===== src/bas_pkg.sv =====
package bas_pkg;

    localparam int MAX_BLOCK  = 16384;
    localparam int COUNT_BITS = 24;
    localparam int BS_BITS    = 15;
    localparam int PSUM_BITS  = 46;
    localparam int SOM_BITS   = 56;
    localparam int DIV_BITS   = 64;
    localparam int DVS_BITS   = 24;

    typedef struct packed {
        logic signed [31:0] sample;
        logic               last_sample;
    } in_t;

    typedef struct packed {
        logic signed [31:0] mean;
        logic [30:0]        std_error;
        logic [23:0]        block_count;
        logic               status;
    } out_t;

    // One entry handed from the front to the back.
    typedef struct packed {
        logic                        close;
        logic                        last;
        logic signed [PSUM_BITS-1:0] sum;
        logic [BS_BITS-1:0]          cnt;
    } ent_t;

    typedef enum logic [3:0] {
        B_IDLE,
        B_BDIV,
        B_BSQ,
        B_BACC,
        B_FIN,
        B_MEAN,
        B_MUL,
        B_MSQ,
        B_QSTART,
        B_QDIV,
        B_SQRT,
        B_EMIT
    } bstate_t;

endpackage


===== src/bas_front.sv =====
module bas_front
    import bas_pkg::*;
(
    input  logic               clk,
    input  logic               rst_n,
    input  logic               accept,
    input  in_t                item,
    input  logic [BS_BITS-1:0] block_size,
    output logic               q_push,
    output ent_t               q_data
);

    logic signed [PSUM_BITS-1:0] psum_reg, psum_next;
    logic [BS_BITS-1:0]          fill_reg, fill_next;
    logic [BS_BITS-1:0]          bs_eff;
    logic signed [PSUM_BITS-1:0] sum_n;
    logic [BS_BITS-1:0]          cnt_n;
    logic                        close;

    always_comb
    begin
        if (block_size == '0)
            bs_eff = BS_BITS'(1);
        else if (block_size > BS_BITS'(MAX_BLOCK))
            bs_eff = BS_BITS'(MAX_BLOCK);
        else
            bs_eff = block_size;

        sum_n = psum_reg + PSUM_BITS'(item.sample);
        cnt_n = fill_reg + BS_BITS'(1);
        close = (cnt_n >= bs_eff);

        q_push       = accept && (close || item.last_sample);
        q_data.close = close;
        q_data.last  = item.last_sample;
        q_data.sum   = sum_n;
        q_data.cnt   = cnt_n;

        psum_next = psum_reg;
        fill_next = fill_reg;
        if (accept)
        begin
            // A trailing partial block is dropped along with the series.
            if (close || item.last_sample)
            begin
                psum_next = '0;
                fill_next = '0;
            end
            else
            begin
                psum_next = sum_n;
                fill_next = cnt_n;
            end
        end
    end

    always_ff @(posedge clk or negedge rst_n)
    begin
        if (!rst_n)
        begin
            psum_reg <= '0;
            fill_reg <= '0;
        end
        else
        begin
            psum_reg <= psum_next;
            fill_reg <= fill_next;
        end
    end

endmodule


===== config.mk =====
export PLATFORM = sky130hd
export DESIGN_NAME = bas_front
export DESIGN_NICKNAME = d
export VERILOG_FILES = /design/src/bas_pkg.sv /design/src/bas_front.sv
export SDC_FILE = /design/constraint.sdc
export NUM_CORES = 1
export LEC_CHECK = 0
export ABC_AREA = 1
export BUFFER_PORTS_ARGS = -buffer_cell sky130_fd_sc_hd__buf_2
export CAP_MARGIN = 10
export CORE_MARGIN = 3
export CORE_UTILIZATION = 50
export CTS_CLUSTER_DIAMETER = 50
export DETAILED_ROUTE_END_ITERATION = 16
export PLACE_DENSITY = 0.72
export SLEW_MARGIN = 20
export SYNTH_ARGS = -nofsm -noshare
export SYNTH_HDL_FRONTEND = slang
export SYNTH_SLANG_ARGS = --single-unit

===== constraint.sdc =====
create_clock -name clk -period 9.1 [get_ports clk]
set_clock_uncertainty 0.2 [all_clocks]
set_input_delay 0.455 -clock clk [delete_from_list [all_inputs] [get_ports clk]]
set_output_delay 0.455 -clock clk [all_outputs]
set_load 0.005 [all_outputs]

==> results.ini, run 1 <==
[power]
p_per_area_nw_per_um2 = 259.2
p_int_w = 0.001065
ir_drop_mv = 0.1605
netSwitchingFraction_pct = 49.22
p_leak_nw = 4.917
p_switching_w = 0.001032
p_seq_share_pct = 18.8
power_w = 0.002097
combPwrFrac_pct = 64.0
clockPowerShare_pct = 17.2

[logic_synthesis]
synth-seq-area-share_pct = 21.63
synth.top_cells.by_area = nand2_1 (26%), dfrtp_1 (22%), inv_1 (12%), ha_1 (11%), nand3_1 (4.7%)
yosysTopAreaCellShare_pct = 26.12
synth_nets = 1314
synthCells = 1201
ys_ff_latch = 61
syn_area_per_cell_um2 = 5.876
synth_warnings = 0
syn_area_um2 = 7057
ys_types = 33
synth_area_leader_cell = nand2_1

[cts]
holdBufCountCts = 0
cts_sinks = 61
cts_buffers = 9
cts_htree_levels = 3
cts.repair.resized = 0
cts_setup_buffers = 0
cts-root-buf = clkbuf_16
cts_tree = done
clk_pin_slew_ns = 0.06
clk_latency_ns = 0.36
cts_buffer_depth = 2

[floorplan]
start_util_pct = 52.25
placementRows = 42
core_um2 = 13510
die_h_um = 124.8
dieArea_um2 = 15580
die-width_um = 124.8
io_pins = 115

[status]
status = complete, no violations

[timing]
worst_pin_slew_ns = 0.8204
setup_slack_ns = 5.296
setup_violations = 0
max_freq_mhz = 262.9
fin_crit_ns = 3.804
max_slew_margin_pct = 45.31
drv_slew = 0
period_share_pct = 41.80
worst_hold_slack_ns = 0.07982
fin_tns_setup_ns = 0
hold_viol_final = 0
rsz0062_at_grt = no

[place]
dp_hpwl_um = 16200
dpl_cell_area_um2 = 7760
port_buffers = 114
place_ws_ns = 5.099
gp_congestion = 0.9962

[detailed_routing]
drt_iter0_markers = 493
routed.top_layer = met5
vias_per_cell = 4.942
via_count = 7388
postRouteAntennaNets = 0
drc = 0
wl_met2_um = 9003
wire_per_inst_um = 13.60
dr.pass1.iters = 5
m1WireLength_um = 9654
wl_met3_um = 1219
wl_um = 20340

[grt]
grt_max_degree = 62
antenna_found_initial = 2
grt_overflow = 0
grt_first_pass_wirelength_um = 33890
grt_pass1_vias = 7104
grt_use_total_pct = 26.57

[finish]
diodes = 0
synthToLayoutAreaGrowth_pct = 14.63
drive_above_1_share_pct = 11.98
largest_reg_flops = 46
nets = 1427
design_area_um2 = 8089
ff_latch_area_um2 = 1526
nFillCells = 1431
multi_input_area_um2 = 4553

[critical_path]
cp-startpoint = fill_reg[0]
end_kind = primary output
cp-start-kind = flop
timing_worst_setup_path_type = flop to primary output
cp.arrival_ns = 3.15
reg2reg_from = fill_reg[0]
worst-path-max-fanout = 4
worstPathRequired_ns = 8.45

[min_path]
holdCritPathClass = input pin to async pin

[job]
maxCapViolCount = 0

[routing by layer]
| layer | up-vias | global-route usage [%] |
|---|---|---|
| met1 | 3253 | 35.64 |
| li1 | 3892 | - |
| met2 | 203 | 43.03 |
| met3 | 36 | 5.017 |
| met4 | 4 | 8.833 |
| met5 | - | 0 |
[cell usage in the layout (no fill, tap or decap), types with 2 or more instances in the layout]
cell | Yosys | routed
xor2_1 | 24 | 24
clkbuf_16 | 0 | 9
nor3_1 | 9 | 9
nand2_2 | 2 | 2
o22ai_1 | 4 | 4
nand3_1 | 66 | 66
o21ai_0 | 18 | 18
buf_2 | 1 | 114
o21ai_1 | 4 | 4
a21oi_1 | 32 | 32
dfrtp_1 | 61 | 61
nand2_1 | 491 | 491
nand3b_1 | 8 | 8
nor2_1 | 83 | 83
nand4_1 | 14 | 14
ha_1 | 61 | 61
inv_1 | 232 | 232
nor4_1 | 6 | 6
buf_4 | 2 | 2
xnor2_1 | 13 | 13
o21ai_2 | 6 | 6
nand3_2 | 7 | 7
nor3_2 | 2 | 2
nor2_2 | 4 | 4
nor2_4 | 2 | 2
and2_1 | 24 | 24
clkinvlp_4 | 0 | 2
o21bai_1 | 8 | 8
clkinv_4 | 0 | 3
[power groups by stage]
stage | clock network [W] | logic (W) | registers, W
floorplan | 0 | 0.000919 | 0.000383
global placement | 0 | 0.00132 | 0.000394
detailed placement | 0 | 0.00133 | 0.000396
CTS | 0.000363 | 0.00134 | 0.000393
global route | 0.000373 | 0.00153 | 0.000404
finish | 0.000360 | 0.00134 | 0.000394
[metrics by stage]
stage / instances / util (%)
final: 1495 / 59.89
after global routing: 1495 / 59.89
after CTS: 1494 / 59.69
after detailed placement: 1478 / 57.46
after global placement: 1478 / 57.46
after floorplan: 1201 / -
[cell usage after synthesis]
library cell and count:
nand3_1 66, xnor2_1 13, nor3_1 9, fa_1 1, nand3b_1 8, ha_1 61
inv_2 1, nand3_2 7, a21o_1 1, buf_2 1, nor2_2 4, xor2_1 24
nor2_4 2, nor2_1 83, dfrtp_1 61, clkbuf_1 7, o21ai_1 4, o21ai_0 18
nand4_1 14, o21ai_2 6, inv_1 232, a21oi_2 1, nor3_2 2, o21bai_1 8
buf_6 5, nor4_1 6, a21oi_1 32, o22ai_1 4, or2_1 1, and2_1 24
buf_4 2, nand2_1 491, nand2_2 2
[cell type report]
cell class | instances | share of cell area, %
clock buffer | 9 | 2.784
tap | 176 | 2.722
timing repair buffer | 117 | 7.579
inverter | 233 | 10.81
multi-input combinational | 892 | 56.29
sequential | 61 | 18.87
clock inverter | 7 | 0.9435
[path summary, 6_finish.rpt]
path	end	slack (ns)	cells after the start
max	q_push	5.30	17
max reg2reg	psum_reg[20]	5.43	18
max in group asynchronous	fill_reg[2]	8.08	2
min reg2reg	psum_reg[17]	0.29	2
min	psum_reg[18]	0.08	2
min in group clk	fill_reg[0]	0.24	4
[critical path, cell delays in order (launching register included)]
cell      delay, ns
dfrtp_1        0.37
ha_1           0.19
nand3_1        0.13
nor3_2         0.26
nand2_1        0.13
nor3_1         0.20
xor2_1         0.21
inv_1          0.07
ha_1           0.32
nand2_1        0.07
inv_1          0.03
o21bai_1       0.11
nand2_1        0.07
a21oi_2        0.14
nand3_2        0.10
nor2_2         0.18
nor2_1         0.05
buf_2          0.14
[logic make-up after synthesis]
| logic type | after synthesis | share of synthesized area, % |
|---|---|---|
| flops | 61 | 21.63 |
| simple gates | 719 | 42.82 |
| fa+ha+maj | 62 | 11.10 |
| compound gates | 74 | 6.011 |
| buf+inv | 248 | 13.85 |
| xor+xnor | 37 | 4.592 |
(Power assumes the default switching activity.)
==> run 2, diff against run 1 <==
Settings changed: PLACE_DENSITY 0.72 to 0.75.
Clock period 9.1 ns to 3.2 ns, I/O delays scaled along.
==> run 2 against run 1 <==
Net effect: the run now ends with negative setup slack left; critical endpoint unchanged; power grew to 3.1 times the previous value; via count is 7.7% higher; global-route usage increased by 1.1 points; sequential power grew to 2.8 times the previous value.
==> results.ini, run 2 (synthesized netlist as in run 1, its figures left out) <==
[detailed_routing]
wire_per_inst_um = 15.36
drc = 0
via_count = 7958
wl_um = 23690
drt_iter0_markers = 548
dr.pass1.iters = 7
postRouteAntennaNets = 0
vias_per_cell = 5.161

[floorplan]
dieArea_um2 = 15580
die-width_um = 124.8
core_um2 = 13510
io_pins = 115
start_util_pct = 52.25
die_h_um = 124.8
placementRows = 42

[cts]
cts_buffers = 9
clk_pin_slew_ns = 0.06
cts_tree = done
cts_buffer_depth = 2
clk_latency_ns = 0.36
cts_htree_levels = 3
cts-root-buf = clkbuf_16
cts_sinks = 61

[critical_path]
cp.arrival_ns = 3.25
cp_num_buf_inv = 5
end_kind = primary output
worstPathCellList = buf_6 > ha_4 > nand3_4 > nor3_4 > nand2_2 > nor3_4 > xor2_1 > inv_1 > ha_4 > nand2_2 > inv_2 > o21bai_1 > nand2_1 > a21oi_2 > nand3_2 > nor2_4 > buf_6 > nor2_2 > buf_2
worstPathRequired_ns = 2.84
cpPeakStageDelay_ns = 0.39
cp-start-kind = flop
cp_slowest_cell = dfrtp_1
timing_worst_setup_path_type = flop to primary output
worst-path-max-fanout = 3
cp_top_family = simple AND/OR/NAND/NOR gates

[finish]
final_cell_mix = nand2_1 (462), inv_1 (227), buf_2 (114), nor2_1 (80), dfrtp_1 (61)
layout_commonest_cell = nand2_1
synthToLayoutAreaGrowth_pct = 28.05
nets = 1474
diodes = 0
largest_reg_flops = 46
drive_above_1_share_pct = 19.99
design_area_um2 = 9036

[status]
violations = negative setup slack
status = finished with violations

[timing]
worst_hold_slack_ns = 0.05230
drv_slew = 0
worst_pin_slew_ns = 0.8329
fin_crit_ns = 3.607
max_freq_mhz = 277.3
rsz0062_at_grt = yes
setup_slack_ns = -0.4066
setup_violations = 62
hold_viol_final = 0
max_slew_margin_pct = 44.41
period_share_pct = 112.7

[grt]
grt_pass1_vias = 7441
grt_first_pass_wirelength_um = 35230
antenna_found_initial = 3
grt_overflow = 0
grt_max_degree = 40
grt_use_total_pct = 27.68

[power]
p_leak_nw = 5.362
p_per_area_nw_per_um2 = 712.0
ir_drop_mv = 0.3781

[place]
dpl_cell_area_um2 = 7865
dp_hpwl_um = 16880
gp_congestion = 0.9962
port_buffers = 114

[job]
maxCapViolCount = 0

[min_path]
holdCritPathClass = input pin to flop

-- run 2: cell types whose count changed in the layout (fill, tap and decap cells not counted), sizes merged --
cell         delta
buf            +40
bufinv          +2
clkbuf          +6
clkinv          -2
clkinvlp        -1
dlygate4sd3     +2
-- run 2: routing by layer --
| metal | global-route usage [%] | routed length [um] | up-vias | part of all wire, % |
|---|---|---|---|---|
| li1 | - | - | 3972 | - |
| met5 | 0 | 27 | - | 0.11 |
| met2 | 47.58 | 11020 | 301 | 47 |
| met1 | 35.20 | 10060 | 3615 | 42 |
| met3 | 5.660 | 1826 | 66 | 7.7 |
| met4 | 7.672 | 753 | 4 | 3.2 |
-- run 2: worst reg2reg max path, delay by kind of cell, from the launching register on --
family	cells	cell delay, ns
xor+xnor	1	0.28
flops	1	0.39
simple gates	9	1.13
compound gates	3	0.36
buf+inv	5	0.70
fa+ha+maj	2	0.39
-- run 2: final cells by class --
type	count	area, um^2
fill	1260	4469
clock buffer	10	229.0
clock inverter	6	111.4
sequential	61	1526
multi-input combinational	892	4943
tap	176	220.2
inverter	233	882.1
timing repair buffer	164	1124
-- run 2: where the power goes --
part,switching (W),total (W),internal [W],leakage (nW)
sequential,0.000135,0.00112,0.000987,0.806
clock,0.000423,0.00118,0.000761,0.163
combinational,0.00258,0.00413,0.00155,4.39
-- run 2: per-stage QoR --
step / total power, W / TNS, ns / setup slack (ns) / utilization, % / instances
3_3_place_gp: 0.004885 / 0 / 0.06390 / 58.24 / 1487
4_1_cts: 0.006188 / -0.1025 / -0.1025 / 62.88 / 1528
3_5_place_dp: 0.004933 / -2.662 / -0.09271 / 58.24 / 1487
5_1_grt: 0.006982 / -17.73 / -0.4606 / 66.91 / 1542
2_1_floorplan: 0.003705 / 0 / 0.2117 / - / 1201
6_report: 0.006434 / -14.32 / -0.4066 / 66.91 / 1542
-- run 2: what timing repair did --
action                                  CTS  global route
buffers inserted                         23             9
pin swaps                                17            52
resized for setup                        24            85
endpoints found under the setup margin   59            66
hold endpoints to repair                 23             0
cloned                                    0             7
hold buffers                              2             0
-- run 2: worst paths after layout --
check                        startpoint           end  depth (start not counted)  slack, ns
setup / recovery            fill_reg[0]        q_push                         19      -0.41
hold / removal                   accept  fill_reg[11]                          2       0.05
setup reg to reg            fill_reg[0]   fill_reg[8]                         20      -0.33
hold reg to reg            psum_reg[35]  psum_reg[35]                          2       0.28
max in group asynchronous         rst_n   fill_reg[1]                          3       1.69
min in group asynchronous         rst_n  psum_reg[17]                          2       0.14
