===== src/bas_pkg.sv =====
package bas_pkg;

    localparam int MAX_BLOCK  = 16384;
    localparam int COUNT_BITS = 24;
    localparam int BS_BITS    = 15;
    localparam int PSUM_BITS  = 46;
    localparam int SOM_BITS   = 56;
    localparam int DIV_BITS   = 64;
    localparam int DVS_BITS   = 24;

    typedef struct packed {
        logic signed [31:0] sample;
        logic               last_sample;
    } in_t;

    typedef struct packed {
        logic signed [31:0] mean;
        logic [30:0]        std_error;
        logic [23:0]        block_count;
        logic               status;
    } out_t;

    // One entry handed from the front to the back.
    typedef struct packed {
        logic                        close;
        logic                        last;
        logic signed [PSUM_BITS-1:0] sum;
        logic [BS_BITS-1:0]          cnt;
    } ent_t;

    typedef enum logic [3:0] {
        B_IDLE,
        B_BDIV,
        B_BSQ,
        B_BACC,
        B_FIN,
        B_MEAN,
        B_MUL,
        B_MSQ,
        B_QSTART,
        B_QDIV,
        B_SQRT,
        B_EMIT
    } bstate_t;

endpackage


===== src/bas_queue.sv =====
module bas_queue
    import bas_pkg::*;
(
    input  logic clk,
    input  logic rst_n,
    input  logic push,
    input  ent_t wdata,
    input  logic pop,
    output ent_t rdata,
    output logic full,
    output logic empty
);

    ent_t       mem_reg [4];
    logic [1:0] wp_reg, wp_next;
    logic [1:0] rp_reg, rp_next;
    logic [2:0] cnt_reg, cnt_next;

    always_comb
    begin
        full     = (cnt_reg == 3'd4);
        empty    = (cnt_reg == 3'd0);
        rdata    = mem_reg[rp_reg];
        wp_next  = push ? wp_reg + 2'd1 : wp_reg;
        rp_next  = pop ? rp_reg + 2'd1 : rp_reg;
        cnt_next = cnt_reg + {2'b0, push} - {2'b0, pop};
    end

    always_ff @(posedge clk)
    begin
        if (push)
            mem_reg[wp_reg] <= wdata;
    end

    always_ff @(posedge clk or negedge rst_n)
    begin
        if (!rst_n)
        begin
            wp_reg  <= '0;
            rp_reg  <= '0;
            cnt_reg <= '0;
        end
        else
        begin
            wp_reg  <= wp_next;
            rp_reg  <= rp_next;
            cnt_reg <= cnt_next;
        end
    end

endmodule


===== config.mk =====
export PLATFORM = sky130hd
export DESIGN_NAME = bas_queue
export DESIGN_NICKNAME = d
export VERILOG_FILES = /design/src/bas_pkg.sv /design/src/bas_queue.sv
export SDC_FILE = /design/constraint.sdc
export NUM_CORES = 1
export LEC_CHECK = 0
export CAP_MARGIN = 10
export CORE_AREA = 2 2 181 183
export CTS_CLUSTER_DIAMETER = 40
export DETAILED_ROUTE_END_ITERATION = 8
export DIE_AREA = 0 0 183 185
export DONT_BUFFER_PORTS = 1
export GPL_ROUTABILITY_DRIVEN = 0
export HOLD_SLACK_MARGIN = 0.06
export PLACE_DENSITY = 0.43
export SYNTH_ARGS = -nofsm -noshare
export SYNTH_HDL_FRONTEND = slang
export SYNTH_SLANG_ARGS = --single-unit

===== constraint.sdc =====
create_clock -name clk -period 3.5 [get_ports clk]
set_clock_uncertainty 0.1 [all_clocks]
set_input_delay 0 -clock clk [delete_from_list [all_inputs] [get_ports clk]]
set_output_delay 0 -clock clk [all_outputs]
set_load 0.02 [all_outputs]

==> flow_summary.ini, run 1 <==
[synthesis]
yosysUniqueCellTypes = 16
avgSynthCellArea_um2 = 26.12
syn-cell-area_mm2 = 0.009482
yosysTopAreaCell = edfxtp_1
synth_area_leaders = edfxtp_1 80%, mux4_2 15%, dfrtp_1 1.8%
yosysSeqAreaShare_pct = 81.66
postSynthCellCount = 363
syn_nets = 437
netlist.area_leader.share_pct = 79.81
synth-seq-cells = 259
ys_warn_count = 0

[drt]
finalWirelength_mm = 17.40
wl_per_cell_um = 19.37
drc_errors = 0
drt_iter0_drc = 231
drt_first_pass_iters = 4
antenna_left = 0
avgViaCountPerCell = 4.517
num_vias = 4056

[cells_and_area]
syn2layout_area_growth_pct = 25.16
fin_util_pct = 37.04
drive_gt1_share_pct = 26.94
antenna_cells = 0
fin_cells = 898
final_area_mm2 = 0.01187
final_nets = 533
largest_register_ffs = 252
final_cell_mix = 252 x edfxtp_1, 68 x dlygate4sd3_1, 63 x mux4_2
mostFrequentLayoutCell = edfxtp_1

[grt]
overflow = 0
grt_max_degree = 65
grt_pass1_wl_mm = 26.73
grt_pass1_vias = 4508
antenna_found_initial = 0
track_usage_pct = 10.56

[setup_path]
worstSetupPathType = reg -> out
crit_arrival_ns = 2.45
path_cells = buf_12 > mux4_2
worstPathMaxFanout = 36
startpoint_type = register
r2r_end = mem_reg[0][29]
r2r_start = wp_reg[0]
crit_path_end = rdata[62]
slowest_delay_ns = 0.83
rrSetupSlack_ns = 1.47
worst-r2r-cell-count = 3
cp_data_required_time_ns = 3.40
cp-end-kind = output port
critPathLaunch = rp_reg[0]
cp_slowest_cell = dfrtp_4

[timing]
relSlewSlack_pct = 28.72
hold_ws_ns = 0.09235
min_period_ns = 2.547
fmax_mhz = 392.6
drv_slew = 0
fin_crit_sh_pct = 72.77
finalSetupViolCount = 0
hold_viol = 0
worst_pin_slew_ns = 1.069
fin_setup_tns_ns = 0
rsz0062_at_grt = no
setup_ws_ns = 0.9529

[cts]
path_clk_slew_ns = 0.05
clock_sinks = 259
cts_tree = built
h-tree-depth = 2
cts_root_buffer = clkbuf_16
clk_latency_ns = 0.50
post_cts_buffers = 0
numCtsBuffers = 39
cts_buffer_depth = 3

[run_status]
status = finished, final reports clean

[placement]
place_ws_ns = 1.390
dp.cells = 758
placed_area_mm2 = 0.009920
place.port_buffers = 0
hpwlAfterDp_mm = 9.082

[min_path]
hold_path_class = in -> reg
min_from = wdata[61]

[power_and_ir_drop]
power_leakage_nw = 3.826
powerDensity_mw_per_mm2 = 890.2
ir_worst_vdd_v = 0.0004650
total_power_mw = 10.56

[die]
core_area_mm2 = 0.03204
start_util_pct = 29.59
die-height_um = 185
die_area_mm2 = 0.03386
num_rows = 66
die_w_um = 183
ios = 132

[flow_run]
max_cap_violations = 0
-- metal layers --
metal / routed length, um / track usage (%)
met1: 6758 / 12.11
met2: 9012 / 18.33
met3: 1215 / 3.559
met4: 411 / 4.064
met5: 0 / 0
-- power by group --
part / internal, mW / switching, mW / total [mW]
logic: 0.938 / 1.49 / 2.43
clock network: 2.28 / 1.37 / 3.65
registers: 4.08 / 0.404 / 4.48
total: 7.30 / 3.27 / 10.6
-- critical path: cells and delay by family (launching register included) --
kind / cells / cell delay, ns
flip-flops: 1 / 0.83
multiplexers: 1 / 0.65
buffers and inverters: 1 / 0.34
-- synthesized netlist by cell type --
cell / instances
buf_2: 7
nand2_1: 2
xor2_1: 3
edfxtp_1: 252
o21ai_0: 1
dfrtp_1: 7
buf_4: 1
inv_1: 6
and2_1: 4
fa_1: 1
and3_1: 1
buf_6: 6
nor3_1: 1
ha_1: 6
mux4_2: 63
xnor2_1: 2
-- how the worst min path moves through the flow --
stage / end / cells past startpoint / slack, ns
CTS: mem_reg[3][61] / 1 / 0.06
global placement: cnt_reg[1] / 0 / -0.40
finish: mem_reg[3][61] / 1 / 0.09
detailed placement: cnt_reg[2] / 0 / -0.40
global route: mem_reg[2][10] / 1 / 0.08
floorplan: cnt_reg[0] / 0 / -0.40
-- repair_timing --
| item | 4_1_cts | 5_1_grt |
|---|---|---|
| hold buffers | 68 | 0 |
| resized for setup | 0 | 0 |
| hold endpoints to repair | 266 | 0 |
| setup endpoints to repair | 0 | 0 |
-- cells by family after synthesis --
| family | Yosys count | synth area share, % |
|---|---|---|
| AO/OA/AOI/OAI | 1 | 0.05273 |
| XOR/XNOR | 5 | 0.4619 |
| adder cells (fa/ha/maj) | 7 | 1.003 |
| buffers and inverters | 20 | 1.399 |
| flip-flops | 259 | 81.66 |
| multiplexers | 63 | 14.96 |
| AND/OR/NAND/NOR | 8 | 0.4618 |
-- final cells by class --
class	instances	area (um^2)
Inverter	6	22.52
Clock buffer	45	1020
Tap cell	408	510.5
Multi-Input combinational cell	84	1617
Sequential cell	259	7750
Timing Repair Buffer	69	700.7
Clock inverter	27	247.7
Fill cell	2911	20170
(Power assumes the default switching activity.)
==> inputs of run 2 (changes only) <==
--- a/config.mk
+++ b/config.mk
@@ -5,11 +5,12 @@
 export SDC_FILE = /design/constraint.sdc
 export NUM_CORES = 1
 export LEC_CHECK = 0
+export ABC_AREA = 1
 export CAP_MARGIN = 10
-export CORE_AREA = 2 2 181 183
+export CORE_AREA = 2 2 194 196
 export CTS_CLUSTER_DIAMETER = 40
 export DETAILED_ROUTE_END_ITERATION = 8
-export DIE_AREA = 0 0 183 185
+export DIE_AREA = 0 0 196 198
 export DONT_BUFFER_PORTS = 1
 export GPL_ROUTABILITY_DRIVEN = 0
 export HOLD_SLACK_MARGIN = 0.06
==> constraint.sdc (replaced) <==
create_clock -name clk -period 2.65 [get_ports clk]
set_clock_uncertainty 0.1 [all_clocks]
set_input_delay 0 -clock clk [delete_from_list [all_inputs] [get_ports clk]]
set_output_delay 0 -clock clk [all_outputs]
set_load 0.02 [all_outputs]
==> flow_summary.ini, run 2 <==
[synthesis]
syn_nets = 1106
async_reset_ff_share_pct = 2.703
postSynthCellCount = 1032
ys_warn_count = 0
yosysUniqueCellTypes = 16
synthMostInstantiatedCell = nand2_1
netlist_top_cells_count = 326 x nand2_1, 264 x inv_1, 252 x edfxtp_1
synth_enable_flop_cells = 252
ys.flop_type = edfxtp_1
synth-seq-cells = 259
netlist.area_leader.share_pct = 69.26
yosysTopAreaCell = edfxtp_1
yosysSeqAreaShare_pct = 70.87
avgSynthCellArea_um2 = 10.59
synth_area_leaders = edfxtp_1 69%, nand2_1 11%, inv_1 9.1%
syn-cell-area_mm2 = 0.01093

[cells_and_area]
largest_register_ffs = 252
syn2layout_area_growth_pct = 29.01
mostFrequentLayoutCell = nand2_1
final_nets = 1234
final_cell_mix = 326 x nand2_1, 260 x inv_1, 252 x edfxtp_1
fin_util_pct = 38.14
drive_gt1_share_pct = 7.860

[drt]
drt_iter0_drc = 298
antenna_left = 0
finalWirelength_mm = 24.06
wl_per_cell_um = 14.40
drc_errors = 0
avgViaCountPerCell = 4.107
num_vias = 6862
drt_first_pass_iters = 6

[power_and_ir_drop]
switching_share_pct = 36.99
power.internal_mw = 10.25
p_seq_share_pct = 34.1
power_switching_mw = 6.019
powerDensity_mw_per_mm2 = 1154
ir_worst_vdd_v = 0.0007150
clkPwrFrac_pct = 35.5
power_leakage_nw = 6.253
total_power_mw = 16.27
power_frac_comb_pct = 30.4

[setup_path]
crit_arrival_ns = 2.16
worstSetupPathType = reg -> out
worstPathMaxFanout = 126
cp_data_required_time_ns = 2.55
worst-r2r-cell-count = 3
startpoint_type = register
cp-end-kind = output port

[cts]
post_cts_buffers = 0
clk_latency_ns = 0.55
cts_root_buffer = clkbuf_16
path_clk_slew_ns = 0.05
cts_tree = built
h-tree-depth = 2
clock_sinks = 259
numCtsBuffers = 45
cts_buffer_depth = 3

[timing]
drv_slew = 0
fin_crit_sh_pct = 85.15
finalSetupViolCount = 0
fin_setup_tns_ns = 0
min_period_ns = 2.256
fmax_mhz = 443.2
worst_pin_slew_ns = 0.9031
hold_viol = 0
rsz0062_at_grt = no
relSlewSlack_pct = 39.79

[grt]
antenna_found_initial = 1
grt_pass1_wl_mm = 38.72
grt_pass1_vias = 6993
overflow = 0
track_usage_pct = 13.02
grt_max_degree = 129

[placement]
hpwlAfterDp_mm = 12.47
place.port_buffers = 0

[die]
ios = 132
die_w_um = 196
num_rows = 71
start_util_pct = 29.56
core_area_mm2 = 0.03696
die-height_um = 198
die_area_mm2 = 0.03881

[flow_run]
max_cap_violations = 0

[min_path]
hold_path_class = in -> reg
min_delay_path_depth = 1

[run_status]
status = finished, final reports clean
-- run 2: cells by family (layout without fill, tap and decap cells) --
family | after synthesis | in the layout | synth area share, %
compound gates | 1 | 1 | 0.04576
xor+xnor | 3 | 3 | 0.2405
fa+ha+maj | 7 | 7 | 0.8704
buf+inv | 307 | 471 | 10.88
flops | 259 | 259 | 70.87
other cells | 0 | 1 | 0
simple gates | 455 | 455 | 17.10
-- run 2: worst paths after layout --
kind / slack [ns] / to / from
max in group asynchronous: 1.92 / rp_reg[0] / rst_n
min: 0.08 / mem_reg[1][9] / wdata[9]
max reg2reg: 0.76 / rp_reg[0] / rp_reg[0]
min reg2reg: 0.43 / wp_reg[0] / wp_reg[0]
min in group asynchronous: 0.24 / wp_reg[0] / rst_n
max: 0.39 / rdata[61] / rp_reg[0]
-- run 2: timing repair --
action,CTS,global route
hold endpoints to repair,511,0
hold buffers,109,0
gates resized for setup,0,0
-- run 2: per-stage QoR --
step	hold WS (ns)	setup WS, ns	std cells	area [um^2]
final	0.08154	0.3935	1671	14090
after global placement	-0.3954	0.8517	1478	11470
after global routing	0.07557	0.2667	1671	14090
after CTS	0.06137	0.3832	1670	14090
after detailed placement	-0.3954	0.8354	1478	11470
after floorplan	-0.3956	0.2298	1032	10930
-- run 2: layout make-up --
type | instances | area, um^2
Multi-Input combinational cell | 466 | 1994
Antenna cell | 1 | 2.502
Timing Repair Buffer | 122 | 1226
Clock buffer | 52 | 1195
Inverter | 266 | 1001
Tap cell | 474 | 593.1
Fill cell | 3600 | 22860
Clock inverter | 31 | 335.3
Sequential cell | 259 | 7747
-- run 2: per-layer routing --
metal,track usage [%],vias up,share of wire (%)
li1,-,3491,-
met4,4.349,0,2.4
met3,3.883,44,5.0
met5,0,-,0
met1,16.02,3206,44
met2,21.91,121,48
-- run 2: worst max-delay path: stages, from the launching register on --
cell	delay (ns)
dfrtp_4	0.50
inv_4	0.07
buf_12	0.37
nand2_1	0.11
nand3_1	0.11
nand2_1	0.20
-- run 2: power by group through the flow --
stage | combinational (mW) | clock (mW) | sequential (mW)
2_1_floorplan | 3.68 | 0 | 5.62
3_3_place_gp | 4.92 | 0 | 5.62
3_5_place_dp | 4.96 | 0 | 5.63
4_1_cts | 5.15 | 5.96 | 5.55
5_1_grt | 5.61 | 6.14 | 5.61
6_report | 4.95 | 5.77 | 5.55
==> inputs of run 3 (changes only) <==
--- a/config.mk
+++ b/config.mk
@@ -5,12 +5,11 @@
 export SDC_FILE = /design/constraint.sdc
 export NUM_CORES = 1
 export LEC_CHECK = 0
-export ABC_AREA = 1
 export CAP_MARGIN = 10
-export CORE_AREA = 2 2 194 196
+export CORE_AREA = 2 2 181 183
 export CTS_CLUSTER_DIAMETER = 40
 export DETAILED_ROUTE_END_ITERATION = 8
-export DIE_AREA = 0 0 196 198
+export DIE_AREA = 0 0 183 185
 export DONT_BUFFER_PORTS = 1
 export GPL_ROUTABILITY_DRIVEN = 0
 export HOLD_SLACK_MARGIN = 0.06
==> constraint.sdc (replaced) <==
create_clock -name clk -period 2.55 [get_ports clk]
set_clock_uncertainty 0.1 [all_clocks]
set_input_delay 0 -clock clk [delete_from_list [all_inputs] [get_ports clk]]
set_output_delay 0 -clock clk [all_outputs]
set_load 0.02 [all_outputs]
==> flow_summary.ini, run 3 (synthesis results as in run 1) <==
[cells_and_area]
final_area_mm2 = 0.01205
final_nets = 544
syn2layout_area_growth_pct = 27.09
mostFrequentLayoutCell = edfxtp_1
largest_register_ffs = 252
final_cell_mix = 252 x edfxtp_1, 67 x dlygate4sd3_1, 63 x mux4_2
drive_gt1_share_pct = 29.40

[drt]
num_vias = 4037
wl_met2_mm = 9.643
antenna_left = 0
drt_first_pass_iters = 4
avgViaCountPerCell = 4.441
drt_iter0_drc = 236
wl_met3_mm = 1.216
drc_errors = 0
wl_per_cell_um = 19.95
routedLengthMet1_mm = 6.828
finalWirelength_mm = 18.14
top_layer = met4

[setup_path]
r2r_start = wp_reg[0]
critPathBufInv = 1
cpLargestDelayFamily = flip-flops
crit_path_end = rdata[5]
rrSetupSlack_ns = 0.78
cp-end-kind = output port
crit_cells = 2
startpoint_type = register
critPathLaunch = rp_reg[1]
worst-r2r-cell-count = 4
crit_arrival_ns = 2.07
cp_data_required_time_ns = 2.45
path_cells = buf_12 > mux4_2
cp_slowest_cell = dfrtp_4
r2r_end = mem_reg[2][56]
worstPathMaxFanout = 36
worstSetupPathType = reg -> out
slowest_delay_ns = 0.75

[timing]
fmax_mhz = 461.8
rsz0062_at_grt = no
relSlewSlack_pct = 57.37
setup_ws_ns = 0.3848
hold_ws_ns = 0.09780
hold_viol = 0
worst_pin_slew_ns = 0.6346
drv_slew = 0
fin_crit_sh_pct = 84.91
fin_setup_tns_ns = 0
min_period_ns = 2.165
finalSetupViolCount = 0

[die]
start_util_pct = 29.59
die-height_um = 185
die_area_mm2 = 0.03386
core_area_mm2 = 0.03204
num_rows = 66
ios = 132
die_w_um = 183

[cts]
h-tree-depth = 2
clk_latency_ns = 0.50
cts_root_buffer = clkbuf_16
numCtsBuffers = 40
path_clk_slew_ns = 0.05
cts_tree = built
cts_buffer_depth = 3
hold_buffers = 67
cts_resized = 0
clock_sinks = 259
post_cts_buffers = 0

[placement]
hpwlAfterDp_mm = 10.68
place_ws_ns = 0.7508
place.port_buffers = 0
placed_area_mm2 = 0.01008

[flow_run]
max_cap_violations = 0

[grt]
antenna_found_initial = 1
track_usage_pct = 10.81
grt_max_degree = 37
grt_pass1_wl_mm = 27.28
grt_pass1_vias = 4542
overflow = 0

[run_status]
status = finished, final reports clean

[power_and_ir_drop]
ir_worst_vdd_v = 0.0005335
power_leakage_nw = 3.924
powerDensity_mw_per_mm2 = 1229
total_power_mw = 14.80

[min_path]
hold_path_class = in -> reg
run 3: cell types whose count changed in the layout (fill, tap and decap cells not counted), sizes merged:
| cell | change |
|---|---|
| nand2 | -324 |
| mux4 | +63 |
| nor2 | -1 |
| inv | -261 |
| bufinv | -2 |
| buf | -1 |
| nand3 | -127 |
| xnor2 | +2 |
| clkinv | +2 |
| dlygate4sd3 | -42 |
| and3 | +1 |
| and2 | +4 |
| clkbuf | -10 |
run 3: layout make-up:
cell class,count,area [um^2]
fillers,2900,19990
well taps,408,510.5
clock inverters,30,291.5
clock buffers,42,1008
repair buffers,79,848.3
multi-input cells,84,1617
flip-flops and latches,259,7750
diodes,1,2.502
inverters,6,22.52
run 3: routing by layer:
| layer | GRT usage [%] | vias up |
|---|---|---|
| met5 | 0 | - |
| met4 | 4.160 | 0 |
| met3 | 3.500 | 38 |
| met2 | 19.59 | 115 |
| met1 | 11.77 | 2102 |
| li1 | - | 1782 |
run 3: report_power, final:
group	leakage (nW)	internal, mW	switching (mW)	total [mW]
logic	0.899	1.43	2.33	3.76
clock network	0.630	3.23	1.91	5.14
registers	2.39	5.58	0.327	5.91
run 3: worst min-delay path by stage:
| stage | startpoint | cells past startpoint | to | slack (ns) |
|---|---|---|---|---|
| 5_1_grt | wdata[6] | 1 | mem_reg[3][6] | 0.09 |
| 4_1_cts | wdata[59] | 1 | mem_reg[3][59] | 0.07 |
| 3_5_place_dp | rst_n | 0 | cnt_reg[0] | -0.40 |
| 2_1_floorplan | rst_n | 0 | cnt_reg[0] | -0.40 |
| 3_3_place_gp | rst_n | 0 | cnt_reg[0] | -0.40 |
| 6_report | wdata[59] | 1 | mem_reg[3][59] | 0.1 |
run 3: through the flow:
stage                     std cells  utilization, %
final                           909           37.61
after floorplan                 363               -
after global routing            909           37.61
after CTS                       908           37.60
after global placement          769           31.45
after detailed placement        769           31.45
